`src/design/dtpl_pkg.sv`:
```
// Package for the decimating track point logger.
// Holds the shared widths, reset constants, request codes and sequencer states.
`default_nettype none
package dtpl_pkg;

    localparam int DEPTH_DEFAULT = 256;
    localparam int COORD_W       = 24;
    localparam int SQ_W          = 2 * COORD_W;
    localparam int STEP_W        = 50;
    localparam int IDX_W         = 10;
    localparam int COUNT_OUT_W   = 9;
    localparam logic [STEP_W-1:0] STEP_RESET = STEP_W'(82944);

    typedef enum logic [1:0] {
        REQ_RECORD = 2'd0,
        REQ_READ   = 2'd1,
        REQ_CLEAR  = 2'd2,
        REQ_NONE   = 2'd3
    } t_req;

    typedef enum logic [2:0] {
        S_IDLE,
        S_EXEC,
        S_SQY,
        S_SUM,
        S_CMP,
        S_STORE,
        S_RDATA
    } t_state;

endpackage
`default_nettype wire

```
`src/design/dtpl_sqr.sv`:
```
// Squared difference unit of the track point logger: |a - b| squared, registered.
// Depends on dtpl_pkg for the coordinate width.
`default_nettype none
module dtpl_sqr (
    input  wire logic                                  i_clk,
    input  wire logic signed [dtpl_pkg::COORD_W-1:0]   i_a,
    input  wire logic signed [dtpl_pkg::COORD_W-1:0]   i_b,
    output logic             [dtpl_pkg::SQ_W-1:0]      o_sq
);

    logic signed [dtpl_pkg::COORD_W:0] w_diff;
    logic signed [dtpl_pkg::COORD_W:0] w_neg;
    logic        [dtpl_pkg::COORD_W-1:0] w_mag;
    logic        [dtpl_pkg::SQ_W-1:0] r_sq;

    assign w_diff = (dtpl_pkg::COORD_W+1)'(i_a) - (dtpl_pkg::COORD_W+1)'(i_b);
    assign w_neg  = -w_diff;
    assign w_mag  = w_diff[dtpl_pkg::COORD_W] ? w_neg[dtpl_pkg::COORD_W-1:0]
                                               : w_diff[dtpl_pkg::COORD_W-1:0];

    always_ff @(posedge i_clk) begin
        r_sq <= dtpl_pkg::SQ_W'(w_mag) * dtpl_pkg::SQ_W'(w_mag);
    end

    assign o_sq = r_sq;

endmodule
`default_nettype wire

```
`config.mk`:
```
export PLATFORM = sky130hd
export DESIGN_NAME = dtpl_sqr
export DESIGN_NICKNAME = d
export VERILOG_FILES = /design/src/design/dtpl_pkg.sv /design/src/design/dtpl_sqr.sv
export SDC_FILE = /design/constraint.sdc
export NUM_CORES = 1
export LEC_CHECK = 0
export BUFFER_PORTS_ARGS = -buffer_cell sky130_fd_sc_hd__buf_2
export CORE_ASPECT_RATIO = 0.8
export CORE_MARGIN = 2
export CORE_UTILIZATION = 67
export CTS_BUF_LIST = sky130_fd_sc_hd__clkbuf_8
export CTS_CLUSTER_SIZE = 40
export DETAILED_ROUTE_END_ITERATION = 6
export PLACE_DENSITY = 0.86
export SLEW_MARGIN = 20
export SYNTH_ARGS = -nofsm -noshare
export SYNTH_HDL_FRONTEND = slang
export SYNTH_SLANG_ARGS = --single-unit
```
`constraint.sdc`:
```
create_clock -name i_clk -period 16.95 [get_ports i_clk]
set_input_delay 1.695 -clock i_clk [delete_from_list [all_inputs] [get_ports i_clk]]
set_output_delay 1.695 -clock i_clk [all_outputs]
set_load 0.1 [all_outputs]
```
[Yosys cells after proc, flatten, opt, wreduce, memory -nomap -nowiden]
Cells that the tools add are included.
Word-level totals
  flip-flop bits (word level): 48
  output and inout port bits: 48
  word-level logic and storage cells: 5
Operators by class
  $add $sub $neg: 2
  $mul: 1
  muxes and demuxes: 1
Operators by type and width (number)
  $mul 24x24->48: 1
  $sub 24x24->25: 1
  $mux 24: 1
  $neg 24->24: 1

[Logic depth before layout (Yosys ltp)]
  word-level depth: 4
  gate-level depth with buffers: 42
  mapped depth without buffers: 41

[Worst setup path after synthesis]
OpenSTA, ideal clock, no wires.
  kind: in2reg
  start point: input i_b[1] (netlist name)
  end point: register r_sq, in the netlist o_sq[47]
  library setup time: 72 ps
  arrival time: 10966 ps
  data required time: 16878 ps
  setup slack: 5912 ps
  stages on the path: 36
  path buffers: 1
  cells stage by stage: inv_1 ha_1 nor2b_1 o31a_1 or4_1 a31oi_1 xor2_1 nand4_1 or4_4 o41ai_4 xor2_2 buf_2 nor2_1 fa_1 fa_1 fa_1 inv_1 fa_1 inv_1 fa_1 inv_1 fa_1 inv_1 fa_1 ha_1 a21o_1 a211o_1 a211oi_1 nor3_1 o31ai_1 o211a_1 o221a_2 o21ai_0 a21oi_1 xnor2_1 xnor2_1
On the way
  word-level cells in the longest chain between the ends: 4
RTL lines
  from (decl): line dtpl_sqr.sv:7  | input wire logic signed [dtpl_pkg::COORD_W-1:0] i_b,
  $sub 24x24->25 (*): line dtpl_sqr.sv:16  | assign w_diff = (dtpl_pkg::COORD_W+1)'(i_a) - (dtpl_pkg::COORD_W+1)'(i_b);
  $neg 24->24: line dtpl_sqr.sv:17  | assign w_neg = -w_diff;
  $mux 24 (*): line dtpl_sqr.sv:18  | assign w_mag = w_diff[dtpl_pkg::COORD_W] ? w_neg[dtpl_pkg::COORD_W-1:0]
  $mul 24x24->48 (*): line dtpl_sqr.sv:22  | r_sq <= dtpl_pkg::SQ_W'(w_mag) * dtpl_pkg::SQ_W'(w_mag);
  to (signal assigned): line dtpl_sqr.sv:22
  to (decl): line dtpl_sqr.sv:14  | logic [dtpl_pkg::SQ_W-1:0] r_sq;
Every way passes the cells marked *; elsewhere a longest branch is shown, timed or not.

[Worst setup path after layout]
Ends and elaborated chain as after synthesis.

==> metrics <==
share of cells above drive strength 1=7.667%; Sink Count=47; Primary FF master, synth=dfxtp_1; Placer Congestion=0.9954; Final Setup Violations=0; post-DP HPWL=38.13 mm; number of synthesized flops with an enable pin=0; Syn. warnings=0; vias in the first global route=15,369; Synth Register Bits=47; gr usage total=34.06%; Antenna Cells=0; Crit path largest cell delay=0.94 ns; # IOs=97; CTS tree=built; initial core utilization=67.66%; worst slew pin tran=1.129 ns; DR iter-0 viols=1,179; max-cap violations=0; I/O Buffers=95; Num CTS Buffers=5; antenna violations before repair=0; CP dominant cell by count=fa_1; RSZ-0062 raised after global routing=false; Final Cell Area=19,350 um2; hold_ws=2.196 ns; top cells by area, synth=fa_1, ha_1, inv_1; sequential element share of the synthesized area=5.133%; Fin. Hold Viols=0; Post-CTS Setup Inserts=0; status=complete, no violations; clk slew on worst S/H paths=0.10 ns; Fin Setup TNS=0 ns; grt ovf=0; Mapped Area=18,330 um2; row count=54; Mapped Cells=2,028; worst hold path type=input pin to register; die area=28,710 um2; WS Path Type=input pin to register; die width=188.9 um; slowest CP cell=o31ai_1; worst-path fanout max=19; Pins Over Slew Limit=0; PostCTS Resize Cnt=0; P&R area growth vs syn=5.556%; Distinct cells, synth=65; min cycle time layout=12.43 ns; Antenna Violating Nets Remaining=0; core area=27,090 um2; area leader, netlist=fa_1; largest net degree at the start of global routing=26; first-pass GRT wire length=76.45 mm; crit path DAT=12.72 ns; FMAX=0.08047 GHz; Largest register FFs=47; vias per cell=5.637; # hold bufs at CTS=0; Req. time, crit path=17.24 ns; average size of a mapped cell=9.039 um2; ys async rst share=0%; DRC=0; area post-placement=19,260 um2; Final Net Count=2,765; Synthesized Nets=2,693; post-synth top area share=46.19%; total wire length=45.70 mm; CTS root buf=clkbuf_8; clock buffer depth=2; H-tree Lvls=2; Worst setup EP type=register; wire per inst=18.55 um; Die Span Y=151.9 um; Slew HR=24.07%; crit start category=input pin; 1st-pass router iterations=7; Via Count=13,890; final worst path period share=73.32%
Yosys cell counts (all sizes together), types with 2 or more instances:
cell and n:
inv 541, fa 423, nor2 206, ha 193, nand2 149, a21oi 69, xnor2 59, dfxtp 47
clkbuf 46, o21ai 35, xor2 32, a21o 31, nand2b 23, nand3 18, o21a 12, o31ai 11
or2 11, nand4 10, nor3 9, o21bai 9, and3 8, buf 8, and2 7, a211o 6
nor2b 6, or3 6, a211oi 5, o211ai 5, a31oi 4, nor4 4, clkinv 3, o22ai 3
o41ai 3, or4 3, a21boi 2, a31o 2, o21ba 2, o221a 2, o41a 2
cells in the final DEF (no fill, tap or decap), types with 3 or more instances in the layout:
| cell | n |
|---|---|
| buf_4 | 24 |
| o21a_1 | 12 |
| nand2b_1 | 23 |
| o22ai_1 | 3 |
| ha_1 | 193 |
| xnor2_1 | 56 |
| clkbuf_8 | 6 |
| and2_1 | 7 |
| or3_1 | 6 |
| inv_2 | 3 |
| dfxtp_1 | 47 |
| and3_1 | 7 |
| nor3_1 | 9 |
| xor2_1 | 30 |
| a211o_1 | 6 |
| nand2_1 | 146 |
| nand2_2 | 3 |
| o21ai_0 | 34 |
| nand3_1 | 18 |
| fa_1 | 423 |
| a31oi_1 | 4 |
| a211oi_1 | 5 |
| nor2b_1 | 6 |
| nor2_1 | 205 |
| a21o_1 | 31 |
| clkinv_1 | 3 |
| o21bai_1 | 9 |
| nand4_1 | 10 |
| nor4_1 | 4 |
| a21oi_1 | 68 |
| buf_2 | 95 |
| o211ai_1 | 5 |
| or2_2 | 10 |
| o31ai_1 | 11 |
| inv_1 | 538 |
layer usage:
layer / part of all wire (%) / vias to the layer above / global-route usage [%]
li1: - / 6216 / -
met1: 41 / 6852 / 45.75
met2: 46 / 699 / 54.70
met3: 9.8 / 123 / 9.125
met4: 3.4 / 0 / 10.16
met5: 0 / - / 0
worst max-delay path, delay by kind of cell:
kind / cells / cell delay, ns
adders and majority gates: 9 / 4.14
AOI/OAI and AO/OA: 10 / 3.65
and+or+nand+nor: 8 / 2.35
xor gates and xnor gates: 3 / 0.53
buffers and inverters: 6 / 0.34
logic make-up after synthesis:
family | share of synthesized area, %
XOR/XNOR | 4.389
buffers and inverters | 12.35
flip-flops | 5.133
adder cells (fa/ha/maj) | 59.37
other | 0.02046
AO/OA/AOI/OAI | 7.699
AND/OR/NAND/NOR | 11.04
final timing paths:
check	start	cells past startpoint	end
setup / recovery	i_b[1]	36	o_sq[47]$_DFF_P_
hold / removal	i_b[0]	5	o_sq[3]$_DFF_P_
layout make-up:
class | instances | area, um2
tap | 364 | 455.4
clock inverter | 1 | 5.005
timing repair buffer | 119 | 655.6
clock buffer | 6 | 82.58
inverter | 544 | 2042
multi-input combinational | 1383 | 15170
fill | 2019 | 7744
sequential | 47 | 940.9
per-stage QoR:
stage	util [%]	worst slack, ns	cells
after floorplan	-	5.912	2028
after global placement	71.10	4.494	2457
after detailed placement	71.10	4.342	2457
after CTS	71.42	4.718	2464
after global routing	71.42	4.001	2464
final	71.42	4.523	2464
Power is not shown: default switching activity piles up to over one toggle a cycle in this logic, so the estimate is an artifact.
